## src/hdl/qacpm_pkg.sv

```systemverilog
// Package with the types, constants and saturation helpers of the attitude controller.
package qacpm_pkg;

  localparam int MOTORS      = 4;
  localparam int AXES        = 3;
  localparam int MUL_DIGIT   = 4;
  localparam int MUL_STEPS   = 32 / MUL_DIGIT;
  localparam int ADDR_W      = 5;
  localparam logic [16:0] Q_ONE = 17'd65536;
  localparam logic [31:0] STICK_SCALE = 32'd19661;

  // Bit j set means axis j enters that motor's mix with a minus sign.
  localparam logic [2:0] MIX_NEG [MOTORS] = '{3'b001, 3'b100, 3'b010, 3'b111};

  typedef enum logic [2:0] {
    REG_ANGLE_GAIN,
    REG_RATE_P_GAIN,
    REG_RATE_I_GAIN,
    REG_RATE_D_GAIN,
    REG_IDLE_THRESHOLD,
    REG_OFFSET_WEIGHT,
    REG_PWM_MIN,
    REG_PWM_MAX
  } reg_idx_t;

  typedef enum logic [3:0] {
    ST_IDLE,
    ST_STICK,
    ST_ANGLE,
    ST_PGAIN,
    ST_DGAIN,
    ST_IGAIN,
    ST_INTEG,
    ST_CTL,
    ST_MIX,
    ST_EMA_X,
    ST_EMA_O,
    ST_DONE
  } state_t;

  typedef struct packed {
    logic [16:0]        throttle;
    logic signed [31:0] stick_roll;
    logic signed [31:0] stick_pitch;
    logic signed [31:0] stick_yaw;
    logic signed [31:0] angle_a;
    logic signed [31:0] angle_b;
    logic signed [31:0] angle_c;
    logic signed [31:0] rate_a;
    logic signed [31:0] rate_b;
    logic signed [31:0] rate_c;
  } tick_t;

  typedef struct packed {
    logic [15:0] motor0_pwm;
    logic [15:0] motor1_pwm;
    logic [15:0] motor2_pwm;
    logic [15:0] motor3_pwm;
    logic        idle;
  } motor_t;

  typedef struct packed {
    logic [31:0] angle_gain;
    logic [31:0] rate_p_gain;
    logic [31:0] rate_i_gain;
    logic [31:0] rate_d_gain;
    logic [16:0] idle_threshold;
    logic [16:0] offset_weight;
    logic [15:0] pwm_min;
    logic [15:0] pwm_max;
  } cfg_t;

  function automatic logic signed [31:0] sat32(input logic signed [65:0] v);
    logic signed [31:0] r;
    if (v > 66'sd2147483647) begin
      r = 32'sh7fffffff;
    end else if (v < -66'sd2147483648) begin
      r = 32'sh80000000;
    end else begin
      r = v[31:0];
    end
    return r;
  endfunction

  function automatic logic signed [31:0] sub_sat(input logic signed [31:0] a,
                                                 input logic signed [31:0] b);
    return sat32(66'(a) - 66'(b));
  endfunction

  function automatic logic signed [31:0] add_sat(input logic signed [31:0] a,
                                                 input logic signed [31:0] b);
    return sat32(66'(a) + 66'(b));
  endfunction

endpackage

```

## src/hdl/qacpm_mul.sv

```systemverilog
// Digit-serial signed by unsigned multiplier, four multiplier bits per cycle.
module qacpm_mul (
  input  logic               clk,
  input  logic               rst,
  input  logic               start,
  input  logic signed [33:0] a,
  input  logic        [31:0] b,
  output logic               done,
  output logic signed [65:0] prod
);

  logic               busy;
  logic [2:0]         cnt;
  logic signed [38:0] acc;
  logic [31:0]        lo;
  logic signed [33:0] mcand;
  logic signed [38:0] sum;
  logic [70:0]        whole;

  assign sum   = acc + mcand * $signed({1'b0, lo[qacpm_pkg::MUL_DIGIT-1:0]});
  assign whole = {acc, lo};
  assign prod  = $signed(whole[65:0]);

  always_ff @(posedge clk) begin
    if (rst) begin
      busy <= 1'b0;
      done <= 1'b0;
      cnt  <= '0;
    end else begin
      done <= 1'b0;
      if (start) begin
        busy <= 1'b1;
        cnt  <= '0;
      end else if (busy) begin
        cnt <= cnt + 3'd1;
        if (cnt == 3'(qacpm_pkg::MUL_STEPS - 1)) begin
          busy <= 1'b0;
          done <= 1'b1;
        end
      end
    end
  end

  always_ff @(posedge clk) begin
    if (start) begin
      acc   <= '0;
      lo    <= b;
      mcand <= a;
    end else if (busy) begin
      acc <= sum >>> qacpm_pkg::MUL_DIGIT;
      lo  <= {sum[qacpm_pkg::MUL_DIGIT-1:0], lo[31:qacpm_pkg::MUL_DIGIT]};
    end
  end

endmodule

```

## src/hdl/qacpm_cfg.sv

```systemverilog
// APB register file holding the controller gains, thresholds and pulse width range.
module qacpm_cfg (
  input  logic                           clk,
  input  logic                           rst,
  input  logic                           psel,
  input  logic                           penable,
  input  logic                           pwrite,
  input  logic [qacpm_pkg::ADDR_W-1:0]   paddr,
  input  logic [31:0]                    pwdata,
  output logic [31:0]                    prdata,
  output logic                           pready,
  output qacpm_pkg::cfg_t                cfg
);

  qacpm_pkg::reg_idx_t idx;

  assign idx    = qacpm_pkg::reg_idx_t'(paddr[4:2]);
  assign pready = 1'b1;

  always_ff @(posedge clk) begin
    if (rst) begin
      cfg.angle_gain     <= 32'd285212672;
      cfg.rate_p_gain    <= 32'd53687;
      cfg.rate_i_gain    <= 32'd604;
      cfg.rate_d_gain    <= 32'd251658;
      cfg.idle_threshold <= 17'd3277;
      cfg.offset_weight  <= 17'd3277;
      cfg.pwm_min        <= 16'd1000;
      cfg.pwm_max        <= 16'd2000;
    end else if (psel && penable && pwrite) begin
      unique case (idx)
        qacpm_pkg::REG_ANGLE_GAIN:     cfg.angle_gain     <= pwdata;
        qacpm_pkg::REG_RATE_P_GAIN:    cfg.rate_p_gain    <= pwdata;
        qacpm_pkg::REG_RATE_I_GAIN:    cfg.rate_i_gain    <= pwdata;
        qacpm_pkg::REG_RATE_D_GAIN:    cfg.rate_d_gain    <= pwdata;
        qacpm_pkg::REG_IDLE_THRESHOLD: cfg.idle_threshold <= pwdata[16:0];
        qacpm_pkg::REG_OFFSET_WEIGHT:  cfg.offset_weight  <= pwdata[16:0];
        qacpm_pkg::REG_PWM_MIN:        cfg.pwm_min        <= pwdata[15:0];
        qacpm_pkg::REG_PWM_MAX:        cfg.pwm_max        <= pwdata[15:0];
        default: ;
      endcase
    end
  end

  always_comb begin
    unique case (idx)
      qacpm_pkg::REG_ANGLE_GAIN:     prdata = cfg.angle_gain;
      qacpm_pkg::REG_RATE_P_GAIN:    prdata = cfg.rate_p_gain;
      qacpm_pkg::REG_RATE_I_GAIN:    prdata = cfg.rate_i_gain;
      qacpm_pkg::REG_RATE_D_GAIN:    prdata = cfg.rate_d_gain;
      qacpm_pkg::REG_IDLE_THRESHOLD: prdata = {15'd0, cfg.idle_threshold};
      qacpm_pkg::REG_OFFSET_WEIGHT:  prdata = {15'd0, cfg.offset_weight};
      qacpm_pkg::REG_PWM_MIN:        prdata = {16'd0, cfg.pwm_min};
      qacpm_pkg::REG_PWM_MAX:        prdata = {16'd0, cfg.pwm_max};
      default:                       prdata = '0;
    endcase
  end

endmodule

```

## src/hdl/quad_attitude_cascade_pid_mixer.sv

```systemverilog
// Top level: sequencer and datapath of the cascaded attitude/rate PID with X-quad mixer.
// Every multiplication runs on one shared digit-serial multiplier.
// When idle, a transaction also runs offset learning on the angle, rate and stick offsets.
// One transaction is processed at a time, so a new one is accepted only after the last has finished.
// A finished result waits in the output register while the next transaction is accepted.
// Synchronous reset clears the controller state and offsets and restores register defaults.
module quad_attitude_cascade_pid_mixer (
  input  logic                         clk,
  input  logic                         rst,
  input  logic                         tick_valid,
  output logic                         tick_ready,
  input  qacpm_pkg::tick_t             tick,
  output logic                         motor_valid,
  input  logic                         motor_ready,
  output qacpm_pkg::motor_t            motor,
  input  logic                         psel,
  input  logic                         penable,
  input  logic                         pwrite,
  input  logic [qacpm_pkg::ADDR_W-1:0] paddr,
  input  logic [31:0]                  pwdata,
  output logic [31:0]                  prdata,
  output logic                         pready
);

  qacpm_pkg::cfg_t   cfg;
  qacpm_pkg::state_t state, state_next;
  qacpm_pkg::tick_t  tk;

  logic               mul_start, mul_done, issued;
  logic signed [33:0] mul_a;
  logic [31:0]        mul_b;
  logic signed [65:0] prod;

  logic [1:0] k, mot, grp, elem;
  logic signed [31:0] integ_st [qacpm_pkg::AXES];
  logic signed [31:0] prev_err [qacpm_pkg::AXES];
  logic signed [31:0] aoff [qacpm_pkg::AXES];
  logic signed [31:0] roff [qacpm_pkg::AXES];
  logic signed [31:0] soff [qacpm_pkg::AXES];
  logic signed [31:0] ctl [qacpm_pkg::AXES];
  logic [15:0]        pwm [qacpm_pkg::MOTORS];
  logic signed [31:0] t_r, tgt_r, err_r, p_r, d_r, gi_r, integ_r;
  logic signed [65:0] pa_r;

  logic signed [31:0] stick_in [qacpm_pkg::AXES];
  logic signed [31:0] angle_in [qacpm_pkg::AXES];
  logic signed [31:0] rate_in [qacpm_pkg::AXES];
  logic [1:0]         ai;
  logic               idle_w;
  logic [16:0]        weff, wcomp;
  logic signed [16:0] span;
  logic signed [35:0] mix_sum;
  logic signed [36:0] m_raw;
  logic [16:0]        m_val;
  logic signed [31:0] err_w, integ_w, lim_w, x_sel, o_sel;
  logic signed [32:0] ap;
  logic signed [65:0] ema_sum;
  logic               mul_state;

  qacpm_cfg u_cfg (
    .clk, .rst, .psel, .penable, .pwrite, .paddr, .pwdata, .prdata, .pready, .cfg
  );

  qacpm_mul u_mul (
    .clk, .rst, .start(mul_start), .a(mul_a), .b(mul_b), .done(mul_done), .prod
  );

  assign stick_in = '{tk.stick_roll, tk.stick_pitch, tk.stick_yaw};
  assign angle_in = '{tk.angle_a, tk.angle_b, tk.angle_c};
  assign rate_in  = '{tk.rate_a, tk.rate_b, tk.rate_c};

  always_comb begin
    unique case (k)
      2'd0:    ai = 2'd1;
      2'd1:    ai = 2'd0;
      default: ai = 2'd2;
    endcase
  end

  assign idle_w = tk.throttle < cfg.idle_threshold;
  assign weff   = (cfg.offset_weight > qacpm_pkg::Q_ONE) ? qacpm_pkg::Q_ONE : cfg.offset_weight;
  assign wcomp  = qacpm_pkg::Q_ONE - weff;
  assign span   = $signed({1'b0, cfg.pwm_max}) - $signed({1'b0, cfg.pwm_min});

  assign err_w = qacpm_pkg::sub_sat(tgt_r, qacpm_pkg::sub_sat(rate_in[k], roff[k]));

  always_comb begin
    mix_sum = '0;
    for (int j = 0; j < qacpm_pkg::AXES; j++) begin
      if (qacpm_pkg::MIX_NEG[mot][j]) begin
        mix_sum = mix_sum - 36'(ctl[j]);
      end else begin
        mix_sum = mix_sum + 36'(ctl[j]);
      end
    end
    m_raw = $signed({20'd0, tk.throttle}) + 37'(mix_sum >>> 1);
    if (idle_w || m_raw < 0) begin
      m_val = '0;
    end else if (m_raw > 37'sd65536) begin
      m_val = qacpm_pkg::Q_ONE;
    end else begin
      m_val = m_raw[16:0];
    end
  end

  assign ap      = (p_r < 0) ? -33'(p_r) : 33'(p_r);
  assign lim_w   = qacpm_pkg::sat32(66'(ap) + 66'(ap));
  assign integ_w = qacpm_pkg::add_sat(integ_st[k], gi_r);

  always_comb begin
    unique case (grp)
      2'd0: begin
        x_sel = angle_in[elem];
        o_sel = aoff[elem];
      end
      2'd1: begin
        x_sel = rate_in[elem];
        o_sel = roff[elem];
      end
      default: begin
        x_sel = stick_in[elem];
        o_sel = soff[elem];
      end
    endcase
  end

  assign ema_sum = pa_r + prod;

  always_comb begin
    state_next = state;
    unique case (state)
      qacpm_pkg::ST_IDLE:  if (tick_valid) state_next = qacpm_pkg::ST_STICK;
      qacpm_pkg::ST_STICK: if (mul_done) state_next = qacpm_pkg::ST_ANGLE;
      qacpm_pkg::ST_ANGLE: if (mul_done) state_next = qacpm_pkg::ST_PGAIN;
      qacpm_pkg::ST_PGAIN: if (mul_done) state_next = qacpm_pkg::ST_DGAIN;
      qacpm_pkg::ST_DGAIN: if (mul_done) state_next = qacpm_pkg::ST_IGAIN;
      qacpm_pkg::ST_IGAIN: if (mul_done) state_next = qacpm_pkg::ST_INTEG;
      qacpm_pkg::ST_INTEG: state_next = qacpm_pkg::ST_CTL;
      qacpm_pkg::ST_CTL: begin
        state_next = (k == 2'd2) ? qacpm_pkg::ST_MIX : qacpm_pkg::ST_STICK;
      end
      qacpm_pkg::ST_MIX: begin
        if (mul_done && mot == 2'(qacpm_pkg::MOTORS - 1)) begin
          state_next = idle_w ? qacpm_pkg::ST_EMA_X : qacpm_pkg::ST_DONE;
        end
      end
      qacpm_pkg::ST_EMA_X: if (mul_done) state_next = qacpm_pkg::ST_EMA_O;
      qacpm_pkg::ST_EMA_O: begin
        if (mul_done) begin
          state_next = (grp == 2'd2 && elem == 2'd2) ? qacpm_pkg::ST_DONE
                                                     : qacpm_pkg::ST_EMA_X;
        end
      end
      qacpm_pkg::ST_DONE: if (!motor_valid || motor_ready) state_next = qacpm_pkg::ST_IDLE;
      default: state_next = qacpm_pkg::ST_IDLE;
    endcase
  end

  always_comb begin
    mul_state = 1'b1;
    mul_a     = '0;
    mul_b     = '0;
    unique case (state)
      qacpm_pkg::ST_STICK: begin
        mul_a = 34'(qacpm_pkg::sub_sat(stick_in[k], soff[k]));
        mul_b = qacpm_pkg::STICK_SCALE;
      end
      qacpm_pkg::ST_ANGLE: begin
        mul_a = 34'(qacpm_pkg::sub_sat(t_r, qacpm_pkg::sub_sat(angle_in[ai], aoff[ai])));
        mul_b = cfg.angle_gain;
      end
      qacpm_pkg::ST_PGAIN: begin
        mul_a = 34'(err_w);
        mul_b = cfg.rate_p_gain;
      end
      qacpm_pkg::ST_DGAIN: begin
        mul_a = 34'(qacpm_pkg::sub_sat(err_r, prev_err[k]));
        mul_b = cfg.rate_d_gain;
      end
      qacpm_pkg::ST_IGAIN: begin
        mul_a = 34'(err_r);
        mul_b = cfg.rate_i_gain;
      end
      qacpm_pkg::ST_MIX: begin
        mul_a = 34'(span);
        mul_b = {15'd0, m_val};
      end
      qacpm_pkg::ST_EMA_X: begin
        mul_a = 34'(x_sel);
        mul_b = {15'd0, weff};
      end
      qacpm_pkg::ST_EMA_O: begin
        mul_a = 34'(o_sel);
        mul_b = {15'd0, wcomp};
      end
      default: mul_state = 1'b0;
    endcase
    mul_start  = mul_state && !issued;
    tick_ready = (state == qacpm_pkg::ST_IDLE);
  end

  always_ff @(posedge clk) begin
    if (rst) begin
      state       <= qacpm_pkg::ST_IDLE;
      issued      <= 1'b0;
      motor_valid <= 1'b0;
      k           <= '0;
      mot         <= '0;
      grp         <= '0;
      elem        <= '0;
      for (int i = 0; i < qacpm_pkg::AXES; i++) begin
        integ_st[i] <= '0;
        prev_err[i] <= '0;
        aoff[i]     <= '0;
        roff[i]     <= '0;
        soff[i]     <= '0;
      end
    end else begin
      state <= state_next;
      if (mul_start) begin
        issued <= 1'b1;
      end else if (mul_done) begin
        issued <= 1'b0;
      end
      if (state == qacpm_pkg::ST_DONE && (!motor_valid || motor_ready)) begin
        motor_valid <= 1'b1;
      end else if (motor_valid && motor_ready) begin
        motor_valid <= 1'b0;
      end
      unique case (state)
        qacpm_pkg::ST_IDLE: begin
          k    <= '0;
          mot  <= '0;
          grp  <= '0;
          elem <= '0;
        end
        qacpm_pkg::ST_INTEG: begin
          if (integ_w > lim_w) begin
            integ_st[k] <= lim_w;
          end else if (integ_w < -lim_w) begin
            integ_st[k] <= -lim_w;
          end else begin
            integ_st[k] <= integ_w;
          end
        end
        qacpm_pkg::ST_CTL: begin
          prev_err[k] <= err_r;
          k           <= k + 2'd1;
        end
        qacpm_pkg::ST_MIX: begin
          if (mul_done) begin
            mot <= mot + 2'd1;
            if (mot == 2'(qacpm_pkg::MOTORS - 1) && idle_w) begin
              for (int i = 0; i < qacpm_pkg::AXES; i++) integ_st[i] <= '0;
            end
          end
        end
        qacpm_pkg::ST_EMA_O: begin
          if (mul_done) begin
            unique case (grp)
              2'd0:    aoff[elem] <= qacpm_pkg::sat32(ema_sum >>> 16);
              2'd1:    roff[elem] <= qacpm_pkg::sat32(ema_sum >>> 16);
              default: soff[elem] <= qacpm_pkg::sat32(ema_sum >>> 16);
            endcase
            if (elem == 2'd2) begin
              elem <= '0;
              grp  <= grp + 2'd1;
            end else begin
              elem <= elem + 2'd1;
            end
          end
        end
        default: ;
      endcase
    end
  end

  always_ff @(posedge clk) begin
    if (tick_valid && tick_ready) tk <= tick;
    if (state == qacpm_pkg::ST_PGAIN && mul_start) err_r <= err_w;
    if (mul_done) begin
      unique case (state)
        qacpm_pkg::ST_STICK: t_r   <= qacpm_pkg::sat32(prod >>> 16);
        qacpm_pkg::ST_ANGLE: tgt_r <= qacpm_pkg::sat32(prod >>> 24);
        qacpm_pkg::ST_PGAIN: p_r   <= qacpm_pkg::sat32(prod >>> 24);
        qacpm_pkg::ST_DGAIN: d_r   <= qacpm_pkg::sat32(prod >>> 24);
        qacpm_pkg::ST_IGAIN: gi_r  <= qacpm_pkg::sat32(prod >>> 24);
        qacpm_pkg::ST_MIX:   pwm[mot] <= cfg.pwm_min + 16'(prod >>> 16);
        qacpm_pkg::ST_EMA_X: pa_r  <= prod;
        default: ;
      endcase
    end
    if (state == qacpm_pkg::ST_INTEG) begin
      if (integ_w > lim_w) begin
        integ_r <= lim_w;
      end else if (integ_w < -lim_w) begin
        integ_r <= -lim_w;
      end else begin
        integ_r <= integ_w;
      end
    end
    if (state == qacpm_pkg::ST_CTL) begin
      ctl[k] <= qacpm_pkg::sat32(66'(p_r) + 66'(integ_r) + 66'(d_r));
    end
    if (state == qacpm_pkg::ST_DONE && (!motor_valid || motor_ready)) begin
      motor.motor0_pwm <= pwm[0];
      motor.motor1_pwm <= pwm[1];
      motor.motor2_pwm <= pwm[2];
      motor.motor3_pwm <= pwm[3];
      motor.idle       <= idle_w;
    end
  end

  a_done_after_issue: assert property (@(posedge clk) disable iff (rst)
    mul_done |-> issued) else $error("Multiplier finished without an issued operation.");

  a_ready_only_idle: assert property (@(posedge clk) disable iff (rst)
    tick_ready |-> state == qacpm_pkg::ST_IDLE && !issued)
    else $error("Input taken while a transaction is in flight.");

  a_result_from_done: assert property (@(posedge clk) disable iff (rst)
    $rose(motor_valid) |-> $past(state) == qacpm_pkg::ST_DONE)
    else $error("Result presented outside the completion step.");

endmodule

```

## config.mk

```make
export PLATFORM = sky130hd
export DESIGN_NAME = quad_attitude_cascade_pid_mixer
export DESIGN_NICKNAME = d
export VERILOG_FILES = /design/src/hdl/qacpm_pkg.sv /design/src/hdl/qacpm_mul.sv /design/src/hdl/qacpm_cfg.sv /design/src/hdl/quad_attitude_cascade_pid_mixer.sv
export SDC_FILE = /design/constraint.sdc
export NUM_CORES = 2
export LEC_CHECK = 0
export BUFFER_PORTS_ARGS = -buffer_cell sky130_fd_sc_hd__buf_2
export CAP_MARGIN = 10
export CORE_UTILIZATION = 37
export CTS_CLUSTER_DIAMETER = 50
export CTS_CLUSTER_SIZE = 8
export DETAILED_ROUTE_END_ITERATION = 7
export PLACE_DENSITY_LB_ADDON = 0.05
export SETUP_SLACK_MARGIN = 0.15
export SYNTH_ARGS = -nofsm -noshare
export SYNTH_HDL_FRONTEND = slang
export SYNTH_SLANG_ARGS = --single-unit
```

## constraint.sdc

```tcl
create_clock -name clk -period 9.95 [get_ports clk]
set_input_delay 0.995 -clock clk [delete_from_list [all_inputs] [get_ports clk]]
set_output_delay 0.995 -clock clk [all_outputs]
set_load 0.02 [all_outputs]
```

==> metrics.md <==
| Metric | Value |
|---|---|
| Buffers from clock root to sink, at most | 4 |
| Fin. Hold Viols | 0 |
| Post-route ant nets | 0 |
| Die ar. | 300,000 um2 |
| CTS sink cnt | 1,776 |
| First-pass GRT wire length | between 600,000 and 700,000 um |
| Initial Utilization | 37.3% |
| Layout Utilization | 43.3% |
| Share of the yosys chip area belonging to registers | a little under half |
| Final setup viols | 0 |
| Worst vdd ir | 0.256 mV |
| Post-synth EDFFs | 1,524 |
| Layout area overhead | 16.0% |
| Sequential Area | around 51,000 um2 |
| Critical Path Fanout Max | 17 |
| Number of port buffers | 445 |
| FILL cells | 28,018 |
| Share of the synthesized area in the top cell type | 41.6% |
| Vias | between 80,000 and 90,000 |
| Worst-Skew Late Latency | 0.92 ns |
| Cell area after synthesis | 110,000 um2 |
| Top cells by area, synth | edfxtp_1 (42%), ha_1 (6.9%), mux4_2 (5.0%) |
| DRC viols | 0 |
| Top_reg_cell synth | edfxtp_1 |
| Largest net degree at the start of global routing | roughly 140 |
| Warnings, synthesis | 0 |
| Synth area leader | edfxtp_1 |
| Hold Crit Depth | 1 |
| Power density cells | 283 nW/um2 |
| Worst EP required | roughly 11 ns |
| Hold endpoint | rate_in[13] |
| Pleak | between 40 and 50 nW |
| Pre-antenna DRT Iters | 8 |
| Most frequent cells in the layout | edfxtp_1 (1,524), nand2_1 (1,047), nor2_1 (1,046), a21oi_1 (870), ha_1 (606) |
| Congestion Overflow GR | 0 |
| Routed wire length | ~460,000 um |
| Worst hold path type | in -> reg |
| Max-Cap Viols | 0 |
| HP Start | tick[13] |
| First DRT Iteration DRCs | slightly above 9,000 |
| FF-to-FF path depth | 31 |
| Max Clk Rate | 107 MHz |
| GPL Wtd Cong | 0.952 |
| Die Wd | 547 um |
| Hold_buf cts | 0 |
| Gr usage total | 30.0% |
| Root Buffer Master | clkbuf_16 |
| Core ar. | 295,000 um2 |
| Worst relative slew slack | 4.72% |
| Die Y | 547 um |
| CP Capture Type | register |
| Clk slew on worst S/H paths | 0.05 ns |
| Drt wl/cell | 30.3 um |
| Critical path's slowest cell | or3_1 |
| Mapped Avg Cell Area | approximately 10 um2 |
| H-tree depth | 5 |
| Outcome | complete, no violations |
| Final slew viol count | 0 |
| Gate Count Post-Synth | 10,511 |
| Multi-input logic area | 56,100 um2 |
| Final net count | 12,163 |
| Vias per inst | between 5 and 6 |
| Hold_ws | 0.246 ns |
| Critical R2R Capture | u_mul.lo[3] |
| Initial antenna violation count | 55 |
| Worst clock skew | between 0.08 and 0.09 ns |
| R2r setup slk | 0.59 ns |
| Number of cell rows | between 150 and 200 |
| CTS Buf Count | 306 |
| CTS tree | yes |
| Critical Path AT | 10.07 ns |
| Slowest Stage Delay on Critical Path | 0.68 ns |
| Crit path kind | reg -> reg |
| Ports | 449 |
| Yosys reg bits | 1,776 |
| Final Cycle Share | 94.1% |
| Total negative slack | 0 ns |
| DP HPWL | about 340,000 um |
| Commonest non-fill, non-tap cell in the layout | edfxtp_1 |
| RSZ-0062 raised after global routing | false |
| Fin crit period | 9.36 ns |
| Number of global-route vias before repair | 86,819 |
| Share of cells above drive strength 1 | 14.3% |
| Asr flop ratio synth | 0% |
| Worst-margin pin slew | 1.42 ns |
| CP Launch Type | register |
| Pwr Total | 36.2 mW |
| Unique cell type count in the Yosys netlist | between 100 and 150 |
| Crit path top cell by count | a21oi_1 |
| Worst r2r src | ctl[1][2] |
worst max path at each step:
stage	end	cells after the start	slack (ns)	from
2_1_floorplan	u_mul.mcand[13]	39	0.72	k[0]
3_3_place_gp	u_mul.mcand[5]	39	0.54	k[0]
3_5_place_dp	u_mul.mcand[26]	44	0.44	k[0]
4_1_cts	u_mul.mcand[26]	41	0.37	k[0]
5_1_grt	integ_st[0][25]	26	0.15	register
6_report	u_mul.lo[3]	31	0.59	ctl[1][2]
routing by layer:
metal / wire length, um / GRT usage (%) / up-vias
li1: - / - / 40136
met1: 199000 / 40.7 / 44814
met2: 206000 / 47.2 / 3593
met3: 33600 / 5.55 / 730
met4: 20400 / 11.9 / 22
met5: 149 / 0 / -
cell type report:
| class | count | share of cell area [%] |
|---|---|---|
| inverters | 426 | 1.26 |
| clock inverters | 108 | 0.943 |
| clock buffers | 377 | 6.34 |
| diodes | 33 | 0.0647 |
| multi-input cells | 7765 | 43.9 |
| well taps | 3919 | 3.84 |
| repair buffers | 783 | 3.83 |
| flip-flops and latches | 1776 | 39.8 |
metrics by stage:
| step | setup slack (ns) | std cells | instance area [um2] |
|---|---|---|---|
| 6_report | 0.590 | 15187 | 128000 |
| 5_1_grt | 0.152 | 15160 | 128000 |
| 4_1_cts | 0.370 | 15150 | 128000 |
| 3_5_place_dp | 0.438 | 14665 | 118000 |
| 3_3_place_gp | 0.544 | 14664 | 118000 |
| 2_1_floorplan | 0.717 | 10512 | 110000 |
sequential cells by signal (all words and copies together), names as in the netlist, 128 cells and up, named ones only:
name and flops:
aoff 128, integ_st 128, prev_err 128, roff 128, soff 128, u_cfg.cfg 194
cells in the mapped netlist, types with 48 or more instances:
cell type  count
clkbuf_1     462
nand2_1     1051
edfxtp_1    1524
nor2b_1       90
dfxtp_1      252
fa_1         145
o22ai_1       56
a21o_1       287
o211ai_1      79
nor3_1       124
a21oi_1      872
inv_1        425
a22oi_1       64
a31oi_1       91
a221oi_1      48
mux4_2       244
nand2b_1      95
or3_1         63
mux2i_1      237
nor2_1      1059
and3_1       155
xor2_1       190
ha_1         611
a211oi_1      62
o21ai_0      596
nand3_1      185
xnor2_1      330
buf_1         59
nand4_1       73
o21a_1        82
o21bai_1      57
and2_1       174
cells by family after synthesis:
kind of cell	synth area share, %
mux	7.30
fa+ha+maj	9.85
other cells	0.00341
flops	46.2
compound gates	15.6
xor+xnor	4.16
buf+inv	3.36
simple gates	13.5
worst max-delay path: cells and delay by family, from the launching register on:
family / cells / cell delay [ns]
AND/OR/NAND/NOR: 13 / 3.57
AO/OA/AOI/OAI: 13 / 3.89
flip-flops: 1 / 0.47
buffers and inverters: 1 / 0.21
XOR/XNOR: 2 / 0.32
adder cells (fa/ha/maj): 2 / 0.71
repair_timing:
action / CTS / global route
endpoints found under the hold margin: 0 / 0
setup endpoints to repair: 0 / 40
resized for setup: 0 / 6
buffers inserted: 0 / 4
where the power goes:
group	switching [mW]	internal, mW
Clock	3.80	6.08
Combinational	10.7	5.62
Sequential	0.655	9.34
Total	15.1	21.0
Note: power is estimated with default switching activity, not from simulation.
